File: config.mk
export PLATFORM = sky130hd
export DESIGN_NAME = pha_to_mip_calibration
export DESIGN_NICKNAME = d
export VERILOG_FILES = /design/src/sv/p2m_pkg.sv /design/src/sv/p2m_cfg_regs.sv /design/src/sv/p2m_front.sv /design/src/sv/p2m_div_cell.sv /design/src/sv/p2m_out.sv /design/src/sv/pha_to_mip_calibration.sv
export SDC_FILE = /design/constraint.sdc
export NUM_CORES = 2
export LEC_CHECK = 0
export BUFFER_PORTS_ARGS = -buffer_cell sky130_fd_sc_hd__buf_2
export CAP_MARGIN = 20
export CELL_PAD_IN_SITES_DETAIL_PLACEMENT = 0
export CELL_PAD_IN_SITES_GLOBAL_PLACEMENT = 1
export CORE_ASPECT_RATIO = 0.8
export CORE_MARGIN = 3
export CORE_UTILIZATION = 57
export DETAILED_ROUTE_END_ITERATION = 6
export PLACE_DENSITY_LB_ADDON = 0.15
export SLEW_MARGIN = 20
export SYNTH_ARGS = -nofsm -noshare
export SYNTH_HDL_FRONTEND = slang
export SYNTH_HIERARCHICAL = 1
export SYNTH_SLANG_ARGS = --single-unit
File: constraint.sdc
create_clock -name clk -period 24.1 [get_ports clk]
set_clock_uncertainty 0.2 [all_clocks]
set_input_delay 1.205 -clock clk [delete_from_list [all_inputs] [get_ports clk]]
set_output_delay 1.205 -clock clk [all_outputs]
set_load 0.01 [all_outputs]
File: src/sv/p2m_pkg.sv
// Shared types, widths and constants for the PHA to MIP calibration block.
// No dependencies; the design files refer to it by scoped names, the testbench imports it.
package p2m_pkg;

	// Widths of the sample and of the calibration registers.
	localparam int PHA_BITS      = 12;
	localparam int MIP_FRAC_BITS = 8;
	localparam int CFG_W         = 16;
	localparam int CFG_FRAC      = 4;
	localparam int OUT_W         = 19;

	// Pulse scaled to register units, signed difference magnitude width.
	localparam int P_W   = PHA_BITS + CFG_FRAC;
	localparam int D_W   = (P_W > CFG_W) ? P_W : CFG_W;
	// Divider widths: divisor is a 16x16 product, dividend carries the fraction.
	localparam int DEN_W = 2 * CFG_W;
	localparam int NUM_W = DEN_W + MIP_FRAC_BITS;
	localparam int REM_W = DEN_W;

	// Stream word widths, rounded up to whole bytes.
	localparam int IN_TDATA_W  = ((PHA_BITS + 7) / 8) * 8;
	localparam int OUT_TDATA_W = ((OUT_W + 7) / 8) * 8;
	localparam int OUT_TUSER_W = 2;

	// Configuration port.
	localparam int APB_ADDR_W = 5;
	localparam int APB_DATA_W = 32;
	localparam int REG_IDX_W  = 3;
	localparam logic [REG_IDX_W-1:0] REG_PED_LOW  = 3'd0;
	localparam logic [REG_IDX_W-1:0] REG_MIP_PEAK = 3'd1;
	localparam logic [REG_IDX_W-1:0] REG_PED_HIGH = 3'd2;
	localparam logic [REG_IDX_W-1:0] REG_SLOPE    = 3'd3;
	localparam logic [REG_IDX_W-1:0] REG_SAT      = 3'd4;

	// Calibration constants.
	localparam int FLOOR_MIP  = 5;
	localparam int CEIL_MIP   = 1000;
	localparam int SAT_MARGIN = 50 << CFG_FRAC;

	localparam longint OUT_MAX_L   = (longint'(1) << (OUT_W - 1)) - 1;
	localparam longint FLOOR_RAW   = longint'(FLOOR_MIP) << MIP_FRAC_BITS;
	localparam longint CEIL_RAW    = longint'(CEIL_MIP) << MIP_FRAC_BITS;
	localparam longint FLOOR_SAT_L = (FLOOR_RAW > OUT_MAX_L) ? OUT_MAX_L : FLOOR_RAW;
	localparam longint CEIL_SAT_L  = (CEIL_RAW > OUT_MAX_L) ? OUT_MAX_L : CEIL_RAW;

	localparam logic [OUT_W-1:0] OUT_MAX   = OUT_W'(OUT_MAX_L);
	localparam logic [OUT_W-1:0] OUT_MIN   = OUT_W'(OUT_MAX_L + 1);
	localparam logic [OUT_W-1:0] FLOOR_VAL = OUT_W'(FLOOR_SAT_L);
	localparam logic [OUT_W-1:0] CEIL_VAL  = OUT_W'(CEIL_SAT_L);

	// How a word leaves the divider chain.
	localparam int CODE_W = 3;
	localparam logic [CODE_W-1:0] CODE_DIV   = 3'd0;
	localparam logic [CODE_W-1:0] CODE_FAIL  = 3'd1;
	localparam logic [CODE_W-1:0] CODE_FLOOR = 3'd2;
	localparam logic [CODE_W-1:0] CODE_CEIL  = 3'd3;
	localparam logic [CODE_W-1:0] CODE_OVF   = 3'd4;

	typedef struct packed {
		logic [CFG_W-1:0] ped_low;
		logic [CFG_W-1:0] mip_peak;
		logic [CFG_W-1:0] ped_high;
		logic [CFG_W-1:0] slope;
		logic [CFG_W-1:0] sat;
	} p2m_cfg_t;

	// Word handed from one divider cell to the next. The low dividend bits
	// shift out at the top of lq while quotient bits shift in at the bottom.
	typedef struct packed {
		logic [REM_W-1:0]  rem;
		logic [OUT_W-1:0]  lq;
		logic [DEN_W-1:0]  den;
		logic              neg;
		logic [CODE_W-1:0] code;
	} p2m_cell_t;

endpackage

File: src/sv/p2m_cfg_regs.sv
// Calibration register file behind the APB-style configuration port.
// Depends on p2m_pkg.
module p2m_cfg_regs (
	input  logic                            clk,
	input  logic                            arst_n,
	input  logic                            psel,
	input  logic                            penable,
	input  logic                            pwrite,
	input  logic [p2m_pkg::APB_ADDR_W-1:0]  paddr,
	input  logic [p2m_pkg::APB_DATA_W-1:0]  pwdata,
	output logic [p2m_pkg::APB_DATA_W-1:0]  prdata,
	output logic                            pready,
	output p2m_pkg::p2m_cfg_t               cfg
);

	p2m_pkg::p2m_cfg_t                  cfg_q;
	logic [p2m_pkg::REG_IDX_W-1:0]      idx;
	logic [p2m_pkg::CFG_W-1:0]          wval;
	logic                               wr_en;
	logic [p2m_pkg::CFG_W-1:0]          rval;

	assign pready = 1'b1;
	assign idx    = paddr[p2m_pkg::APB_ADDR_W-1:2];
	assign wval   = pwdata[p2m_pkg::CFG_W-1:0];
	assign wr_en  = psel && penable && pwrite && pready;
	assign cfg    = cfg_q;

	always_ff @(posedge clk or negedge arst_n) begin
		if (!arst_n) begin
			cfg_q <= '0;
		end else if (wr_en) begin
			case (idx)
				p2m_pkg::REG_PED_LOW:  cfg_q.ped_low  <= wval;
				p2m_pkg::REG_MIP_PEAK: cfg_q.mip_peak <= wval;
				p2m_pkg::REG_PED_HIGH: cfg_q.ped_high <= wval;
				p2m_pkg::REG_SLOPE:    cfg_q.slope    <= wval;
				p2m_pkg::REG_SAT:      cfg_q.sat      <= wval;
				default: begin
				end
			endcase
		end
	end

	always_comb begin
		case (idx)
			p2m_pkg::REG_PED_LOW:  rval = cfg_q.ped_low;
			p2m_pkg::REG_MIP_PEAK: rval = cfg_q.mip_peak;
			p2m_pkg::REG_PED_HIGH: rval = cfg_q.ped_high;
			p2m_pkg::REG_SLOPE:    rval = cfg_q.slope;
			p2m_pkg::REG_SAT:      rval = cfg_q.sat;
			default:               rval = '0;
		endcase
	end

	assign prdata = p2m_pkg::APB_DATA_W'(rval);

endmodule

File: src/sv/p2m_front.sv
// Three front stages: pedestal subtraction and range checks, the two
// response products, then the ceiling and overflow checks. Depends on p2m_pkg.
module p2m_front (
	input  logic                           clk,
	input  logic                           arst_n,
	input  p2m_pkg::p2m_cfg_t              cfg,
	input  logic                           in_valid,
	output logic                           in_ready,
	input  logic                           mode,
	input  logic [p2m_pkg::PHA_BITS-1:0]   pulse_height,
	output logic                           out_valid,
	input  logic                           out_ready,
	output p2m_pkg::p2m_cell_t             out_data
);

	localparam int F = p2m_pkg::MIP_FRAC_BITS;

	// Stage handshake.
	logic v_s1, v_s2, v_s3;
	logic rdy_s1, rdy_s2, rdy_s3;

	// Stage 1 logic and registers.
	logic [p2m_pkg::P_W-1:0]         p16;
	logic [p2m_pkg::CFG_W-1:0]       ped;
	logic signed [p2m_pkg::D_W:0]    d;
	logic [p2m_pkg::D_W-1:0]         mag;
	logic signed [p2m_pkg::D_W+1:0]  lim;
	logic                            near;
	logic [p2m_pkg::CODE_W-1:0]      code1;

	logic                            mode_s1;
	logic                            neg_s1;
	logic [p2m_pkg::D_W-1:0]         mag_s1;
	logic [p2m_pkg::CODE_W-1:0]      code_s1;

	// Stage 2 logic and registers.
	logic [p2m_pkg::CFG_W-1:0]       hd;
	logic [p2m_pkg::CFG_W-1:0]       hsub;
	logic [p2m_pkg::DEN_W-1:0]       top;
	logic [p2m_pkg::DEN_W-1:0]       bot;
	logic [p2m_pkg::NUM_W-1:0]       num;
	logic [p2m_pkg::DEN_W-1:0]       den;

	logic                            mode_s2;
	logic                            neg_s2;
	logic [p2m_pkg::NUM_W-1:0]       num_s2;
	logic [p2m_pkg::DEN_W-1:0]       den_s2;
	logic [p2m_pkg::CODE_W-1:0]      code_s2;

	// Stage 3 logic and register.
	logic [p2m_pkg::DEN_W-1:0]                     top3;
	logic [p2m_pkg::DEN_W+9:0]                     bot_k;
	logic                                          ceil_hit;
	logic [p2m_pkg::NUM_W-p2m_pkg::OUT_W-1:0]      hi_part;
	logic                                          ovf;
	p2m_pkg::p2m_cell_t                            word3;
	p2m_pkg::p2m_cell_t                            cell_s3;

	assign rdy_s3   = !v_s3 || out_ready;
	assign rdy_s2   = !v_s2 || rdy_s3;
	assign rdy_s1   = !v_s1 || rdy_s2;
	assign in_ready = rdy_s1;
	assign out_valid = v_s3;
	assign out_data  = cell_s3;

	always_comb begin
		p16  = {pulse_height, {p2m_pkg::CFG_FRAC{1'b0}}};
		ped  = mode ? cfg.ped_high : cfg.ped_low;
		d    = $signed({1'b0, p2m_pkg::D_W'(p16)}) - $signed({1'b0, p2m_pkg::D_W'(ped)});
		mag  = d[p2m_pkg::D_W] ? p2m_pkg::D_W'(-d) : d[p2m_pkg::D_W-1:0];
		// Saturation less margin is compared signed, so a small saturation
		// level catches every non-negative difference.
		lim  = $signed({2'b00, p2m_pkg::D_W'(cfg.sat)})
			- $signed((p2m_pkg::D_W+2)'(p2m_pkg::SAT_MARGIN));
		near = $signed({d[p2m_pkg::D_W], d}) > lim;
		if (!mode) begin
			code1 = (cfg.mip_peak == '0) ? p2m_pkg::CODE_FAIL : p2m_pkg::CODE_DIV;
		end else if (d[p2m_pkg::D_W]) begin
			code1 = p2m_pkg::CODE_FLOOR;
		end else if (near) begin
			code1 = p2m_pkg::CODE_CEIL;
		end else if (cfg.slope == '0) begin
			code1 = p2m_pkg::CODE_FAIL;
		end else begin
			code1 = p2m_pkg::CODE_DIV;
		end
	end

	always_ff @(posedge clk or negedge arst_n) begin
		if (!arst_n) begin
			v_s1 <= 1'b0;
		end else if (rdy_s1) begin
			v_s1 <= in_valid;
		end
	end

	always_ff @(posedge clk) begin
		if (in_valid && rdy_s1) begin
			mode_s1 <= mode;
			neg_s1  <= d[p2m_pkg::D_W] && !mode;
			mag_s1  <= mag;
			code_s1 <= code1;
		end
	end

	// In the high range a dividing sample sits below saturation, so its
	// difference fits the register width.
	always_comb begin
		hd   = mag_s1[p2m_pkg::CFG_W-1:0];
		hsub = cfg.sat - hd;
		top  = p2m_pkg::DEN_W'(cfg.sat) * p2m_pkg::DEN_W'(hd);
		bot  = p2m_pkg::DEN_W'(cfg.slope) * p2m_pkg::DEN_W'(hsub);
		num  = mode_s1 ? (p2m_pkg::NUM_W'(top) << F) : (p2m_pkg::NUM_W'(mag_s1) << F);
		den  = mode_s1 ? bot : p2m_pkg::DEN_W'(cfg.mip_peak);
	end

	always_ff @(posedge clk or negedge arst_n) begin
		if (!arst_n) begin
			v_s2 <= 1'b0;
		end else if (rdy_s2) begin
			v_s2 <= v_s1;
		end
	end

	always_ff @(posedge clk) begin
		if (v_s1 && rdy_s2) begin
			mode_s2 <= mode_s1;
			neg_s2  <= neg_s1;
			num_s2  <= num;
			den_s2  <= den;
			code_s2 <= code_s1;
		end
	end

	always_comb begin
		top3     = num_s2[p2m_pkg::NUM_W-1:F];
		bot_k    = (p2m_pkg::DEN_W+10)'(den_s2) * (p2m_pkg::DEN_W+10)'(p2m_pkg::CEIL_MIP);
		ceil_hit = (p2m_pkg::DEN_W+10)'(top3) > bot_k;
		hi_part  = num_s2[p2m_pkg::NUM_W-1:p2m_pkg::OUT_W];
		// A quotient that would not fit the output bits saturates directly.
		ovf      = p2m_pkg::NUM_W'(hi_part) >= p2m_pkg::NUM_W'(den_s2);
		word3.rem = p2m_pkg::REM_W'(hi_part);
		word3.lq  = num_s2[p2m_pkg::OUT_W-1:0];
		word3.den = den_s2;
		word3.neg = neg_s2;
		if (code_s2 != p2m_pkg::CODE_DIV) begin
			word3.code = code_s2;
		end else if (mode_s2 && ceil_hit) begin
			word3.code = p2m_pkg::CODE_CEIL;
		end else if (ovf) begin
			word3.code = p2m_pkg::CODE_OVF;
		end else begin
			word3.code = p2m_pkg::CODE_DIV;
		end
	end

	always_ff @(posedge clk or negedge arst_n) begin
		if (!arst_n) begin
			v_s3 <= 1'b0;
		end else if (rdy_s3) begin
			v_s3 <= v_s2;
		end
	end

	always_ff @(posedge clk) begin
		if (v_s2 && rdy_s3) begin
			cell_s3 <= word3;
		end
	end

endmodule

File: src/sv/p2m_div_cell.sv
// One restoring division cell: develops one quotient bit per word.
// Depends on p2m_pkg.
module p2m_div_cell (
	input  logic                clk,
	input  logic                arst_n,
	input  logic                in_valid,
	output logic                in_ready,
	input  p2m_pkg::p2m_cell_t  in_data,
	output logic                out_valid,
	input  logic                out_ready,
	output p2m_pkg::p2m_cell_t  out_data
);

	logic                        valid_q;
	p2m_pkg::p2m_cell_t          data_q;
	p2m_pkg::p2m_cell_t          nxt;
	logic [p2m_pkg::REM_W:0]     t;
	logic [p2m_pkg::REM_W:0]     diff;
	logic                        ge;

	assign in_ready  = !valid_q || out_ready;
	assign out_valid = valid_q;
	assign out_data  = data_q;

	always_comb begin
		t        = {in_data.rem, in_data.lq[p2m_pkg::OUT_W-1]};
		ge       = t >= {1'b0, in_data.den};
		diff     = t - {1'b0, in_data.den};
		nxt      = in_data;
		nxt.rem  = ge ? diff[p2m_pkg::REM_W-1:0] : t[p2m_pkg::REM_W-1:0];
		nxt.lq   = {in_data.lq[p2m_pkg::OUT_W-2:0], ge};
	end

	always_ff @(posedge clk or negedge arst_n) begin
		if (!arst_n) begin
			valid_q <= 1'b0;
		end else if (in_ready) begin
			valid_q <= in_valid;
		end
	end

	always_ff @(posedge clk) begin
		if (in_valid && in_ready) begin
			data_q <= nxt;
		end
	end

endmodule

File: src/sv/p2m_out.sv
// Output register: applies the sign, the fixed results and saturation.
// Depends on p2m_pkg.
module p2m_out (
	input  logic                         clk,
	input  logic                         arst_n,
	input  logic                         in_valid,
	output logic                         in_ready,
	input  p2m_pkg::p2m_cell_t           in_data,
	output logic                         out_valid,
	input  logic                         out_ready,
	output logic [p2m_pkg::OUT_W-1:0]    mip_value,
	output logic                         failed,
	output logic                         clamped
);

	logic                          valid_q;
	logic [p2m_pkg::OUT_W-1:0]     value_q;
	logic                          failed_q;
	logic                          clamped_q;
	logic [p2m_pkg::OUT_W-1:0]     q;
	logic [p2m_pkg::OUT_W-1:0]     value;
	logic                          fl;
	logic                          cl;

	assign in_ready  = !valid_q || out_ready;
	assign out_valid = valid_q;
	assign mip_value = value_q;
	assign failed    = failed_q;
	assign clamped   = clamped_q;

	always_comb begin
		q     = in_data.lq;
		value = '0;
		fl    = 1'b0;
		cl    = 1'b0;
		case (in_data.code)
			p2m_pkg::CODE_DIV: begin
				if (in_data.neg) begin
					// The most negative code is reachable exactly.
					if (q > p2m_pkg::OUT_MIN) begin
						value = p2m_pkg::OUT_MIN;
						cl    = 1'b1;
					end else begin
						value = -q;
					end
				end else if (q > p2m_pkg::OUT_MAX) begin
					value = p2m_pkg::OUT_MAX;
					cl    = 1'b1;
				end else begin
					value = q;
				end
			end
			p2m_pkg::CODE_OVF: begin
				value = in_data.neg ? p2m_pkg::OUT_MIN : p2m_pkg::OUT_MAX;
				cl    = 1'b1;
			end
			p2m_pkg::CODE_FAIL: begin
				fl = 1'b1;
			end
			p2m_pkg::CODE_FLOOR: begin
				value = p2m_pkg::FLOOR_VAL;
				cl    = 1'b1;
			end
			p2m_pkg::CODE_CEIL: begin
				value = p2m_pkg::CEIL_VAL;
				cl    = 1'b1;
			end
			default: begin
				value = '0;
			end
		endcase
	end

	always_ff @(posedge clk or negedge arst_n) begin
		if (!arst_n) begin
			valid_q <= 1'b0;
		end else if (in_ready) begin
			valid_q <= in_valid;
		end
	end

	always_ff @(posedge clk) begin
		if (in_valid && in_ready) begin
			value_q   <= value;
			failed_q  <= fl;
			clamped_q <= cl;
		end
	end

endmodule

File: src/sv/pha_to_mip_calibration.sv
// An accepted input word passes three front stages, one divider cell per
// quotient bit (19) and the output register on its way to the output.
// Throughput: one word per cycle while the consumer does not stall, set by the
// cell chain, which holds one word in every cell and moves them all on together.
// Reset clears the calibration registers to zero and empties every stage.
// Depends on p2m_pkg, p2m_cfg_regs, p2m_front, p2m_div_cell and p2m_out.
module pha_to_mip_calibration (
	input  logic                                clk,
	input  logic                                arst_n,
	// Configuration port.
	input  logic                                psel,
	input  logic                                penable,
	input  logic                                pwrite,
	input  logic [p2m_pkg::APB_ADDR_W-1:0]      paddr,
	input  logic [p2m_pkg::APB_DATA_W-1:0]      pwdata,
	output logic [p2m_pkg::APB_DATA_W-1:0]      prdata,
	output logic                                pready,
	// Input samples.
	input  logic                                s_tvalid,
	output logic                                s_tready,
	input  logic [p2m_pkg::IN_TDATA_W-1:0]      s_tdata,  // pulse_height, zero pad above
	input  logic [0:0]                          s_tuser,  // mode
	// Calibrated results.
	output logic                                m_tvalid,
	input  logic                                m_tready,
	output logic [p2m_pkg::OUT_TDATA_W-1:0]     m_tdata,  // mip_value, zero pad above
	output logic [p2m_pkg::OUT_TUSER_W-1:0]     m_tuser   // failed, clamped
);

	localparam int N_CELLS = p2m_pkg::OUT_W;

	p2m_pkg::p2m_cfg_t     cfg;

	// Handshake and word at every link of the cell chain; link 0 is fed by
	// the front stages and link N_CELLS drives the output register.
	logic                  ch_valid [N_CELLS+1];
	logic                  ch_ready [N_CELLS+1];
	p2m_pkg::p2m_cell_t    ch_data  [N_CELLS+1];

	logic [p2m_pkg::OUT_W-1:0] mip_value;
	logic                      failed;
	logic                      clamped;

	p2m_cfg_regs u_regs (
		.clk     (clk),
		.arst_n  (arst_n),
		.psel    (psel),
		.penable (penable),
		.pwrite  (pwrite),
		.paddr   (paddr),
		.pwdata  (pwdata),
		.prdata  (prdata),
		.pready  (pready),
		.cfg     (cfg)
	);

	// The front stages subtract the pedestal, sort out the range cases that
	// have a fixed answer, and form the dividend and divisor. The low range
	// divides the scaled difference by the MIP peak; the high range divides
	// saturation times difference by slope times remaining headroom.
	p2m_front u_front (
		.clk          (clk),
		.arst_n       (arst_n),
		.cfg          (cfg),
		.in_valid     (s_tvalid),
		.in_ready     (s_tready),
		.mode         (s_tuser[0]),
		.pulse_height (s_tdata[p2m_pkg::PHA_BITS-1:0]),
		.out_valid    (ch_valid[0]),
		.out_ready    (ch_ready[0]),
		.out_data     (ch_data[0])
	);

	// Each cell holds one word and produces one quotient bit, most
	// significant first. Words with a fixed answer ride along unchanged in
	// meaning, so the order of results always follows the order of samples.
	for (genvar i = 0; i < N_CELLS; i++) begin : g_cell
		p2m_div_cell u_cell (
			.clk       (clk),
			.arst_n    (arst_n),
			.in_valid  (ch_valid[i]),
			.in_ready  (ch_ready[i]),
			.in_data   (ch_data[i]),
			.out_valid (ch_valid[i+1]),
			.out_ready (ch_ready[i+1]),
			.out_data  (ch_data[i+1])
		);
	end

	// The output register decouples the chain from the consumer: while a
	// finished word waits, words behind it keep moving into empty cells.
	p2m_out u_out (
		.clk       (clk),
		.arst_n    (arst_n),
		.in_valid  (ch_valid[N_CELLS]),
		.in_ready  (ch_ready[N_CELLS]),
		.in_data   (ch_data[N_CELLS]),
		.out_valid (m_tvalid),
		.out_ready (m_tready),
		.mip_value (mip_value),
		.failed    (failed),
		.clamped   (clamped)
	);

	assign m_tdata = p2m_pkg::OUT_TDATA_W'(mip_value);
	assign m_tuser = {clamped, failed};

endmodule

==> summary.txt <==
clock tree root driver cell -> sky130_fd_sc_hd__clkbuf_16
length of the first detailed-routing pass in iterations -> 7
die area -> 228,000 µm²
# H-tree levels -> 4
floorplan die width -> 533 µm
failing checks -> DRC
IO Pins -> 122
crit path launch type -> register
Max Clk Rate -> 99.2 MHz
post-detailed-route count of antenna-violating nets -> 0
critical path arrival -> 10.48 ns
drt drc -> 2
transition time at the pin with the least slew margin -> 1.17 ns
clock buffer depth -> 4
Max Transition Viols Final -> 0
number of warnings issued by yosys -> 6
number of buffers inserted by port buffering -> 77
post-CTS sizing -> 0
Routed Wire Length -> 325 mm
number of rows created at floorplan -> 154
Via-to-Cell Ratio -> 5.94
clock transition time at the flip-flop clock pins of the worst setup and hold paths -> 0.07 ns
sum of negative setup slack -> 0 ns
final HPWL from detailed placement -> 252 mm
capturing element type of the critical path -> register
final worst path period need -> 10.08 ns
height of the die -> 428 µm
clock tree from TritonCTS -> yes
run status -> finished with violations
Worst Hold Class -> register to register
area growth from synthesis to layout -> 7.11%
final setup violation count -> 0
initial DRC count -> 8,722
largest fanout on the critical path -> 16
slowest cell delay on critical path -> 0.60 ns
number of instances in the synthesized netlist -> 11,800
clock buffer count from CTS -> 197
largest net degree at the start of global routing -> 83
Max stage delay cell, worst path -> sky130_fd_sc_hd__o32ai_1
clk sink count -> 1,869
Setup WS post-layout -> 14.02 ns
count of vias placed by the detailed router -> 88,100
CTS Hold Bufs -> 0
Synth Area per Inst -> 10.7 µm²
Hold Violations, Final -> 0
Overflow after GRT -> 0
last weighted congestion value of the routability-driven placer -> 0.916
core region area -> 221,000 µm²
GRT Resource Usage Total -> 28.1%
Filler Cells Inserted -> 18,100
placed cell areas -> 129,000 µm²
Nets -> 13,300
category of the critical setup timing path -> register to register
global-route wire length before repair -> 499 mm
normalized max-slew margin -> 21.5%
initial antenna violation count -> 17
Post-Syn Area -> 127,000 µm²
vias in the first global route -> 83,000
pre-CTS setup slack -> 14.06 ns
critical path required time -> 24.50 ns
number of max-cap violations -> 0
Post-CTS Repair Setup Buffers -> 0
Layout Cell Area excl Fill -> 136,000 µm²
CP dominant cell by count -> sky130_fd_sc_hd__fa_1
hold path depth -> 0
path depth of the worst reg2reg path -> 33
layout cells sized above 1 -> 7.53%
Initial Util -> 57.4%
wire length per cell after detailed routing -> 21.9 µm
worst-skew pair later-pin latency -> 0.90 ns
portion of the clock cycle consumed by the worst path in the final layout -> 41.8%
unrepaired setup endpoints after global routing -> false
[layout by cell type (no fill, tap or decap), types with 36 or more instances in the layout]
cell type                   count
sky130_fd_sc_hd__or4_1         40
sky130_fd_sc_hd__o22ai_1       36
sky130_fd_sc_hd__mux2_2       199
sky130_fd_sc_hd__nor4_1        90
sky130_fd_sc_hd__a21oi_1     1102
sky130_fd_sc_hd__nand2b_1     129
sky130_fd_sc_hd__a21o_1       257
sky130_fd_sc_hd__edfxtp_1    1766
sky130_fd_sc_hd__clkbuf_16    198
sky130_fd_sc_hd__o31ai_1       36
sky130_fd_sc_hd__xnor2_1      363
sky130_fd_sc_hd__o21ai_2       46
sky130_fd_sc_hd__nor3_1        87
sky130_fd_sc_hd__a211oi_1      71
sky130_fd_sc_hd__nand4_1      176
sky130_fd_sc_hd__o21a_1       122
sky130_fd_sc_hd__mux2_1        60
sky130_fd_sc_hd__nor2_1       746
sky130_fd_sc_hd__nand2_1      885
sky130_fd_sc_hd__o21bai_1      85
sky130_fd_sc_hd__nand3_1      177
sky130_fd_sc_hd__conb_1        41
sky130_fd_sc_hd__o21ai_0      404
sky130_fd_sc_hd__inv_1       1404
sky130_fd_sc_hd__clkinv_1      42
sky130_fd_sc_hd__and2_1       199
sky130_fd_sc_hd__a31oi_1      103
sky130_fd_sc_hd__dfrtp_1      103
sky130_fd_sc_hd__buf_2         76
sky130_fd_sc_hd__fa_1         525
sky130_fd_sc_hd__nor2b_1       92
sky130_fd_sc_hd__o211ai_1      83
sky130_fd_sc_hd__buf_4         96
sky130_fd_sc_hd__xor2_1       248
sky130_fd_sc_hd__mux2i_1       38
sky130_fd_sc_hd__ha_1        1022
[stage by stage]
stage / utilization (%) / hold slack (ns) / cells
2_1_floorplan: - / 0.200 / 11800
3_3_place_gp: 58.5 / 0.200 / 14500
3_5_place_dp: 58.5 / 0.205 / 14500
4_1_cts: 61.5 / 0.177 / 14800
5_1_grt: 61.5 / 0.184 / 14800
6_report: 61.5 / 0.181 / 14800
[worst max-delay path, delay by kind of cell (launching register included)]
| kind | cells | cell delay [ns] |
|---|---|---|
| xor gates and xnor gates | 1 | 0.07 |
| adders and majority gates | 9 | 4.20 |
| buffers and inverters | 6 | 1.04 |
| and+or+nand+nor | 5 | 0.63 |
| AOI/OAI and AO/OA | 12 | 3.11 |
| DFF | 1 | 0.57 |
[registers in the layout, summed over array words and instances (netlist names), 2 cells and up]
register                 count
g_cell.u_cell/out_data    1589
g_cell.u_cell/out_valid     19
u_front/code_s1              2
u_front/code_s2              2
u_front/den_s2              32
u_front/hd                  16
u_front/num_s2              32
u_front/out_data            68
u_out/mip_value             19
u_regs/cfg                  80
[path summary, 6_finish.rpt]
path / slack, ns / startpoint / endpoint
min in group asynchronous: 0.31 / arst_n / u_regs/cfg[70]
setup / recovery: 14.02 / u_regs/cfg[0] / u_front/den_s2[28]
max in group asynchronous: 22.21 / arst_n / u_out/out_valid
hold reg to reg: 0.18 / g_cell[0].u_cell/out_data[47] / g_cell[1].u_cell/out_data[48]
hold / removal: 0.18 / g_cell[0].u_cell/out_data[47] / g_cell[1].u_cell/out_data[48]
setup reg to reg: 14.02 / u_regs/cfg[0] / u_front/den_s2[28]
[routing by layer]
metal  track usage [%]  vias to the layer above  wire (µm)
met5                 0                        -          0
met4              4.63                        0       5270
met3              4.43                      337      23600
met2              41.8                     2848     140000
met1              44.0                    43300     156000
li1                  -                    41600          -
[final cells by class]
class                   instances  area, µm²  area share, %
diodes                          2       5.00        0.00369
clock buffers                 222       5070           3.74
well taps                    2964       3710           2.73
multi-input cells            8062      63300           46.7
clock inverters               130       1470           1.08
inverters                    1412       5300           3.91
flip-flops and latches       1869      55600           41.0
repair buffers                172       1100          0.812
Power is left out: the tool's default activity adds up to more than one toggle a clock period on the data nets, which glitch-free logic cannot reach.
